`src/rmfw_pkg.sv`:
```
// Package for the recursive lock with a FIFO wait queue.
// Holds the field widths, opcodes, status codes, controller states and the control/status structs.
// No dependencies.
package rmfw_pkg;

  localparam int unsigned THREAD_ID_BITS_DEF = 8;
  localparam int unsigned QUEUE_DEPTH_DEF    = 16;
  localparam int unsigned COUNT_BITS_DEF     = 8;

  localparam int unsigned OP_W     = 1;
  localparam int unsigned TID_W    = 8;
  localparam int unsigned STATUS_W = 4;
  localparam int unsigned CNT_O_W  = 8;
  localparam int unsigned IN_DATA_W  = 16;
  localparam int unsigned OUT_DATA_W = 24;

  typedef enum logic [OP_W-1:0] {
    OP_ACQUIRE = 1'b0,
    OP_RELEASE = 1'b1
  } opcode_t;

  typedef enum logic [STATUS_W-1:0] {
    ST_ACQUIRED    = 4'd0,
    ST_REENTERED   = 4'd1,
    ST_QUEUED      = 4'd2,
    ST_QFULL       = 4'd3,
    ST_DECREMENTED = 4'd4,
    ST_FREED       = 4'd5,
    ST_HANDOFF     = 4'd6,
    ST_NOT_HOLDER  = 4'd7,
    ST_SATURATED   = 4'd8
  } status_t;

  typedef enum logic {
    CTL_IDLE,
    CTL_EXEC
  } ctl_state_t;

  typedef struct packed {
    logic capture;
    logic exec;
  } rmfw_cmd_t;

  typedef struct packed {
    logic out_blocked;
  } rmfw_stat_t;

endpackage

```
`src/rmfw_ctrl.sv`:
```
// Controller state machine of the recursive lock.
// Sequences capture and execution of one request; depends on rmfw_pkg.
module rmfw_ctrl (
  input  logic               clk,
  input  logic               rst_n,
  input  logic               in_tvalid,
  output logic               in_tready,
  input  rmfw_pkg::rmfw_stat_t stat,
  output rmfw_pkg::rmfw_cmd_t  cmd
);
  import rmfw_pkg::*;

  ctl_state_t state_r;
  ctl_state_t state_nxt;

  always_ff @(posedge clk) begin
    if (!rst_n) begin
      state_r <= CTL_IDLE;
    end else begin
      state_r <= state_nxt;
    end
  end

  always_comb begin
    state_nxt = state_r;
    unique case (state_r)
      CTL_IDLE: begin
        if (in_tvalid) begin
          state_nxt = CTL_EXEC;
        end
      end
      CTL_EXEC: begin
        if (!stat.out_blocked) begin
          state_nxt = CTL_IDLE;
        end
      end
      default: state_nxt = CTL_IDLE;
    endcase
  end

  always_comb begin
    in_tready   = 1'b0;
    cmd.capture = 1'b0;
    cmd.exec    = 1'b0;
    unique case (state_r)
      CTL_IDLE: begin
        in_tready   = 1'b1;
        cmd.capture = in_tvalid;
      end
      CTL_EXEC: begin
        cmd.exec = !stat.out_blocked;
      end
      default: ;
    endcase
  end

endmodule

```
`src/rmfw_dp.sv`:
```
// Datapath of the recursive lock: holder state, wait queue memory, result register.
// Driven by rmfw_ctrl commands; depends on rmfw_pkg.
module rmfw_dp #(
  parameter int unsigned THREAD_ID_BITS = rmfw_pkg::THREAD_ID_BITS_DEF,
  parameter int unsigned QUEUE_DEPTH    = rmfw_pkg::QUEUE_DEPTH_DEF,
  parameter int unsigned COUNT_BITS     = rmfw_pkg::COUNT_BITS_DEF
) (
  input  logic                                clk,
  input  logic                                rst_n,
  input  logic [rmfw_pkg::IN_DATA_W-1:0]      in_tdata,
  output logic                                out_tvalid,
  input  logic                                out_tready,
  output logic [rmfw_pkg::OUT_DATA_W-1:0]     out_tdata,
  input  rmfw_pkg::rmfw_cmd_t                 cmd,
  output rmfw_pkg::rmfw_stat_t                stat
);
  import rmfw_pkg::*;

  localparam int unsigned TB     = THREAD_ID_BITS;
  localparam int unsigned CB     = COUNT_BITS;
  localparam int unsigned PTR_W  = (QUEUE_DEPTH > 1) ? $clog2(QUEUE_DEPTH) : 1;
  localparam int unsigned FILL_W = $clog2(QUEUE_DEPTH + 1);
  localparam logic [PTR_W-1:0]  PTR_LAST = PTR_W'(QUEUE_DEPTH - 1);
  localparam logic [FILL_W-1:0] FILL_MAX = FILL_W'(QUEUE_DEPTH);
  localparam logic [CB-1:0]     CNT_MAX  = {CB{1'b1}};
  localparam logic [CB-1:0]     CNT_ONE  = CB'(1);

  logic [TB-1:0] wait_mem [QUEUE_DEPTH];

  logic              taken_r, taken_nxt;
  logic [TB-1:0]     owner_r, owner_nxt;
  logic [CB-1:0]     count_r, count_nxt;
  logic [PTR_W-1:0]  head_r, head_nxt;
  logic [PTR_W-1:0]  tail_r, tail_nxt;
  logic [FILL_W-1:0] fill_r, fill_nxt;

  opcode_t       op_r;
  logic [TB-1:0] tid_r;
  logic [TB-1:0] head_data_r;

  logic          push;
  status_t       status;
  logic          woken_valid;
  logic [TB-1:0] woken;

  logic          out_valid_r;
  logic [OUT_DATA_W-1:0] out_data_r;

  logic [TB+TID_W-1:0] tid_ext;
  logic [TB+TID_W-1:0] woken_ext;
  logic [CB+CNT_O_W-1:0] count_ext;

  assign tid_ext = {{TB{1'b0}}, in_tdata[TID_W:OP_W]};

  always_ff @(posedge clk) begin
    if (cmd.capture) begin
      op_r        <= opcode_t'(in_tdata[0]);
      tid_r       <= tid_ext[TB-1:0];
      head_data_r <= wait_mem[head_r];
    end
  end

  always_ff @(posedge clk) begin
    if (cmd.exec && push) begin
      wait_mem[tail_r] <= tid_r;
    end
  end

  always_comb begin
    taken_nxt   = taken_r;
    owner_nxt   = owner_r;
    count_nxt   = count_r;
    head_nxt    = head_r;
    tail_nxt    = tail_r;
    fill_nxt    = fill_r;
    push        = 1'b0;
    woken_valid = 1'b0;
    woken       = '0;
    status      = ST_NOT_HOLDER;
    if (op_r == OP_ACQUIRE) begin
      priority if (!taken_r) begin
        taken_nxt = 1'b1;
        owner_nxt = tid_r;
        count_nxt = CNT_ONE;
        status    = ST_ACQUIRED;
      end else if (owner_r == tid_r) begin
        if (count_r == CNT_MAX) begin
          status = ST_SATURATED;
        end else begin
          count_nxt = count_r + CNT_ONE;
          status    = ST_REENTERED;
        end
      end else if (fill_r != FILL_MAX) begin
        push     = 1'b1;
        tail_nxt = (tail_r == PTR_LAST) ? '0 : tail_r + PTR_W'(1);
        fill_nxt = fill_r + FILL_W'(1);
        status   = ST_QUEUED;
      end else begin
        status = ST_QFULL;
      end
    end else begin
      priority if (!taken_r || owner_r != tid_r) begin
        status = ST_NOT_HOLDER;
      end else if (count_r > CNT_ONE) begin
        count_nxt = count_r - CNT_ONE;
        status    = ST_DECREMENTED;
      end else if (fill_r != '0) begin
        woken       = head_data_r;
        woken_valid = 1'b1;
        head_nxt    = (head_r == PTR_LAST) ? '0 : head_r + PTR_W'(1);
        fill_nxt    = fill_r - FILL_W'(1);
        owner_nxt   = head_data_r;
        count_nxt   = CNT_ONE;
        status      = ST_HANDOFF;
      end else begin
        taken_nxt = 1'b0;
        owner_nxt = '0;
        count_nxt = '0;
        status    = ST_FREED;
      end
    end
  end

  assign woken_ext = {{TID_W{1'b0}}, woken};
  assign count_ext = {{CNT_O_W{1'b0}}, count_nxt};

  always_ff @(posedge clk) begin
    if (!rst_n) begin
      taken_r <= 1'b0;
      owner_r <= '0;
      count_r <= '0;
      head_r  <= '0;
      tail_r  <= '0;
      fill_r  <= '0;
    end else if (cmd.exec) begin
      taken_r <= taken_nxt;
      owner_r <= owner_nxt;
      count_r <= count_nxt;
      head_r  <= head_nxt;
      tail_r  <= tail_nxt;
      fill_r  <= fill_nxt;
    end
  end

  always_ff @(posedge clk) begin
    if (!rst_n) begin
      out_valid_r <= 1'b0;
    end else if (cmd.exec) begin
      out_valid_r <= 1'b1;
    end else if (out_tready) begin
      out_valid_r <= 1'b0;
    end
  end

  always_ff @(posedge clk) begin
    if (cmd.exec) begin
      out_data_r <= {3'b000, count_ext[CNT_O_W-1:0], woken_ext[TID_W-1:0],
                     woken_valid, status};
    end
  end

  assign stat.out_blocked = out_valid_r && !out_tready;
  assign out_tvalid       = out_valid_r;
  assign out_tdata        = out_data_r;

endmodule

```
`src/recursive_mutex_fifo_waiters_top.sv`:
```
// Top level of the recursive lock with a FIFO wait queue.
// Instantiates rmfw_ctrl and rmfw_dp; depends on rmfw_pkg.
//
// Each request is an acquire or a release by a thread. The block handles one
// request at a time, in a capture step that takes it and reads the oldest
// waiter from the wait queue memory, then a decision step that updates the
// holder, count and queue and loads the result register. No new request is
// taken until the decision is done. A result waiting to be taken does not stop
// the next request from being captured, but the decision step holds until the
// result register is free. The queue memory needs no clearing after reset.
module recursive_mutex_fifo_waiters_top #(
  parameter int unsigned THREAD_ID_BITS = rmfw_pkg::THREAD_ID_BITS_DEF,
  parameter int unsigned QUEUE_DEPTH    = rmfw_pkg::QUEUE_DEPTH_DEF,
  parameter int unsigned COUNT_BITS     = rmfw_pkg::COUNT_BITS_DEF
) (
  input  logic                            clk,
  input  logic                            rst_n,
  input  logic                            in_tvalid,
  output logic                            in_tready,
  // Fields from bit 0: opcode[0], thread_id[8:1], zero padding[15:9].
  input  logic [rmfw_pkg::IN_DATA_W-1:0]  in_tdata,
  output logic                            out_tvalid,
  input  logic                            out_tready,
  // Fields from bit 0: status[3:0], woken_valid[4], woken_thread[12:5],
  // hold_count[20:13], zero padding[23:21].
  output logic [rmfw_pkg::OUT_DATA_W-1:0] out_tdata
);
  import rmfw_pkg::*;

  rmfw_cmd_t  cmd;
  rmfw_stat_t stat;

  rmfw_ctrl u_ctrl (
    .clk       (clk),
    .rst_n     (rst_n),
    .in_tvalid (in_tvalid),
    .in_tready (in_tready),
    .stat      (stat),
    .cmd       (cmd)
  );

  rmfw_dp #(
    .THREAD_ID_BITS (THREAD_ID_BITS),
    .QUEUE_DEPTH    (QUEUE_DEPTH),
    .COUNT_BITS     (COUNT_BITS)
  ) u_dp (
    .clk        (clk),
    .rst_n      (rst_n),
    .in_tdata   (in_tdata),
    .out_tvalid (out_tvalid),
    .out_tready (out_tready),
    .out_tdata  (out_tdata),
    .cmd        (cmd),
    .stat       (stat)
  );

endmodule

```
`config.mk`:
```
export PLATFORM = sky130hd
export DESIGN_NAME = recursive_mutex_fifo_waiters_top
export DESIGN_NICKNAME = d
export VERILOG_FILES = /design/src/rmfw_pkg.sv /design/src/rmfw_ctrl.sv /design/src/rmfw_dp.sv /design/src/recursive_mutex_fifo_waiters_top.sv
export SDC_FILE = /design/constraint.sdc
export NUM_CORES = 1
export LEC_CHECK = 0
export ABC_CLOCK_PERIOD_IN_PS = 6000
export BUFFER_PORTS_ARGS = -buffer_cell sky130_fd_sc_hd__buf_4
export CAP_MARGIN = 20
export CORE_MARGIN = 2
export CORE_UTILIZATION = 62
export CTS_CLUSTER_DIAMETER = 50
export CTS_CLUSTER_SIZE = 10
export DETAILED_ROUTE_END_ITERATION = 10
export PLACE_DENSITY = 0.88
export SYNTH_ARGS = -nofsm -noshare
export SYNTH_HDL_FRONTEND = slang
export SYNTH_SLANG_ARGS = --single-unit
```
`constraint.sdc`:
```
create_clock -name clk -period 6 [get_ports clk]
set_input_delay 1.8 -clock clk [delete_from_list [all_inputs] [get_ports clk]]
set_output_delay 1.8 -clock clk [all_outputs]
set_load 0.05 [all_outputs]
```
==> metrics <==
Hold Crit Depth 2; global-route wire length before repair 29.57 mm; Critical Path Sink Type register; synth warn 0; Yosys reg bits 198; commonest cells after routing, fill and taps aside edfxtp_1 (166), buf_4 (44), nor2_1 (42); via count 5314; WS Path Type in -> reg; Worst IR Drop VDD 0.0002090 V; gpl congestion 0.9103; ant diodes 0; Clock Skews 0.02057 ns; die area 14740 sq um; Distinct cells, synth 57; detailed-route vias per instance 6.795; critical-path cell list buf_4, nand2b_1, nand2_1, inv_1, buf_4, nand3_1, nor2_1; # port buffers 35; fraction of registers with async set/reset 0; max incr delay on CP 0.78 ns; drt pass-1 iters 5; Critical Path Most Common Cell buf_4; Leak 3.141 nW; Critical Path Start Type primary input; Arr. time, crit path 4.06 ns; Hold Violations, Final 0; H-tree levels 4; Layout Nets 625; slew margin rel. 0.4195; Fillers 822; GRT Util Overall 0.2774; f_max 0.2499 GHz; final setup TNS 0 ns; clock insertion delay at the later pin of the skew report 0.45 ns; RSZ-0062 raised after global routing no; register area 5627 sq um; # Post-CTS Setup Buffers 0; Required @ worst endpoint 6.06 ns; PwrDens 294.0 nW/um^2; worst min path class reg -> reg; post-layout minimum cycle time 4.002 ns; CTS tree built; clock buffer depth 2; P&R area growth vs syn 11.25%; mean post-synth cell area 15.15 sq um; Setup violations, final 0; Final Cell Area 9505 sq um; DRT iter0 DRCs 743; root buffer cell clkbuf_16; final std cells w/o fill 782; post-route ant nets 0; R2R cell count 6; initial antenna violation count 0; number of clock sinks 198; Std-Cell Core Area 13350 sq um; number of I/O pins 46; status finished clean; Worst-Margin Slew 0.8676 ns; Main synth FF type edfxtp_1; Die Y-Extent 121.4 microns; FP Rows 42; cts hold-fix bufs 0; clock input transition at the sequential cells of the worst setup and hold paths 0.07 ns; Final Routed Wirelength 19.43 mm; slowest CP cell nor2_1; placed cells 750; die width 121.4 microns; grt ovf 0; Starting Density 0.6401; Multi-input gate area 2703 sq um; max-cap viol count 0; vias in the first global route 5210; final hold slack 0.4978 ns; layout cells sized above 1 0.2145; post-DP HPWL 12.31 mm; Post-synth EDFFs 166; Post-DP Area 8936 sq um; Max Slew Vio Count 0; Netlist Area Pre-Place 8544 sq um; Post-CTS Resized 0; Power Total 2.795 mW; DRC viols 0; fin crit share 0.6670; Post-Syn Instances 564; total CTS buffers 17; crit path max fanout 30; sequential-to-total area share from yosys stat 0.6584; wire per inst 24.85 microns; largest net degree at the start of global routing 37; most common cell after layout, fill and taps aside edfxtp_1
[registers in the layout, indices dropped and copies added (netlist names)]
signal,flops
u_dp.owner_r,8
u_ctrl.state_r,1
u_dp.head_data_r,8
u_dp.head_r,4
u_dp.op_r,1
u_dp.count_r,8
u_dp.tid_r,8
u_dp.taken_r,1
u_dp.wait_mem,128
u_dp.out_tdata,21
u_dp.fill_r,5
u_dp.out_tvalid,1
u_dp.tail_r,4
[final timing paths]
check | to | slack [ns] | from
min | u_dp.fill_r[3] | 0.50 | u_dp.fill_r[3]
min reg2reg | u_dp.fill_r[3] | 0.50 | u_dp.fill_r[3]
max | u_dp.wait_mem[11][7] | 2.00 | out_tready
max reg2reg | u_dp.out_tdata[20] | 2.31 | u_dp.tid_r[7]
[cells by family after synthesis]
| family | after synthesis | synth area share |
|---|---|---|
| buffers and inverters | 51 | 0.02621 |
| muxes | 53 | 0.1207 |
| adders and majority gates | 12 | 0.01845 |
| DFF | 198 | 0.6584 |
| other | 1 | 0.0004389 |
| and+or+nand+nor | 158 | 0.09826 |
| AOI/OAI and AO/OA | 74 | 0.06019 |
| xor gates and xnor gates | 17 | 0.01743 |
[cells in the mapped netlist, types with 2 or more instances]
cell / n / area share
a21o_1: 3 / 0.0026
a21oi_1: 18 / 0.011
a221oi_1: 5 / 0.0051
a2bb2oi_1: 3 / 0.0031
a311oi_1: 9 / 0.0092
a31oi_1: 8 / 0.0059
a41oi_1: 4 / 0.0041
and2_1: 11 / 0.0081
and3_1: 3 / 0.0022
buf_1: 2 / 0.00088
buf_2: 5 / 0.0029
buf_4: 4 / 0.0035
clkbuf_1: 23 / 0.010
dfxtp_1: 32 / 0.075
edfxtp_1: 166 / 0.58
ha_1: 11 / 0.016
inv_1: 15 / 0.0066
mux2i_1: 13 / 0.015
mux4_2: 40 / 0.11
nand2_1: 40 / 0.018
nand2b_1: 7 / 0.0051
nand3_1: 16 / 0.0094
nand4_1: 4 / 0.0029
nor2_1: 42 / 0.018
nor2_4: 2 / 0.0026
nor3_1: 11 / 0.0064
nor4_1: 4 / 0.0029
nor4_2: 2 / 0.0029
o21ai_0: 6 / 0.0035
o21ai_1: 2 / 0.0012
o21ba_2: 2 / 0.0023
o22ai_1: 6 / 0.0044
o31a_1: 3 / 0.0031
or4_1: 3 / 0.0026
or4_4: 2 / 0.0026
xnor2_1: 6 / 0.0062
xor2_1: 11 / 0.011
[layout make-up]
type                       instances  area share
clock buffer                      17     0.04475
clock inverter                    15     0.01514
sequential                       198      0.5919
timing repair buffer              44     0.03475
tap                              176     0.02317
inverter                          15    0.005923
multi-input combinational        317      0.2843
[power breakdown]
part	internal [mW]	switching, mW	total (mW)	leakage (nW)
clock	0.550	0.544	1.09	0.276
combinational	0.0443	0.107	0.151	1.09
sequential	1.51	0.0354	1.55	1.77
total	2.11	0.687	2.79	3.14
[routing by layer]
layer | vias to the layer above | routed length (microns) | GRT usage
met4 | 0 | 716 | 0.1236
met3 | 69 | 1928 | 0.05921
li1 | 2253 | - | -
met1 | 2616 | 7291 | 0.3794
met5 | - | 0 | 0
met2 | 376 | 9495 | 0.4347
[through the flow]
step | utilization | setup WS [ns]
3_3_place_gp | 0.6695 | 1.818
3_5_place_dp | 0.6695 | 1.647
6_report | 0.7121 | 1.998
4_1_cts | 0.7121 | 2.102
5_1_grt | 0.7121 | 1.947
2_1_floorplan | - | 1.733
[critical path: cells and delay by family]
family | cells | cell delay [ns]
simple gates | 4 | 1.62
buf+inv | 3 | 0.63
(Power assumes the default switching activity.)
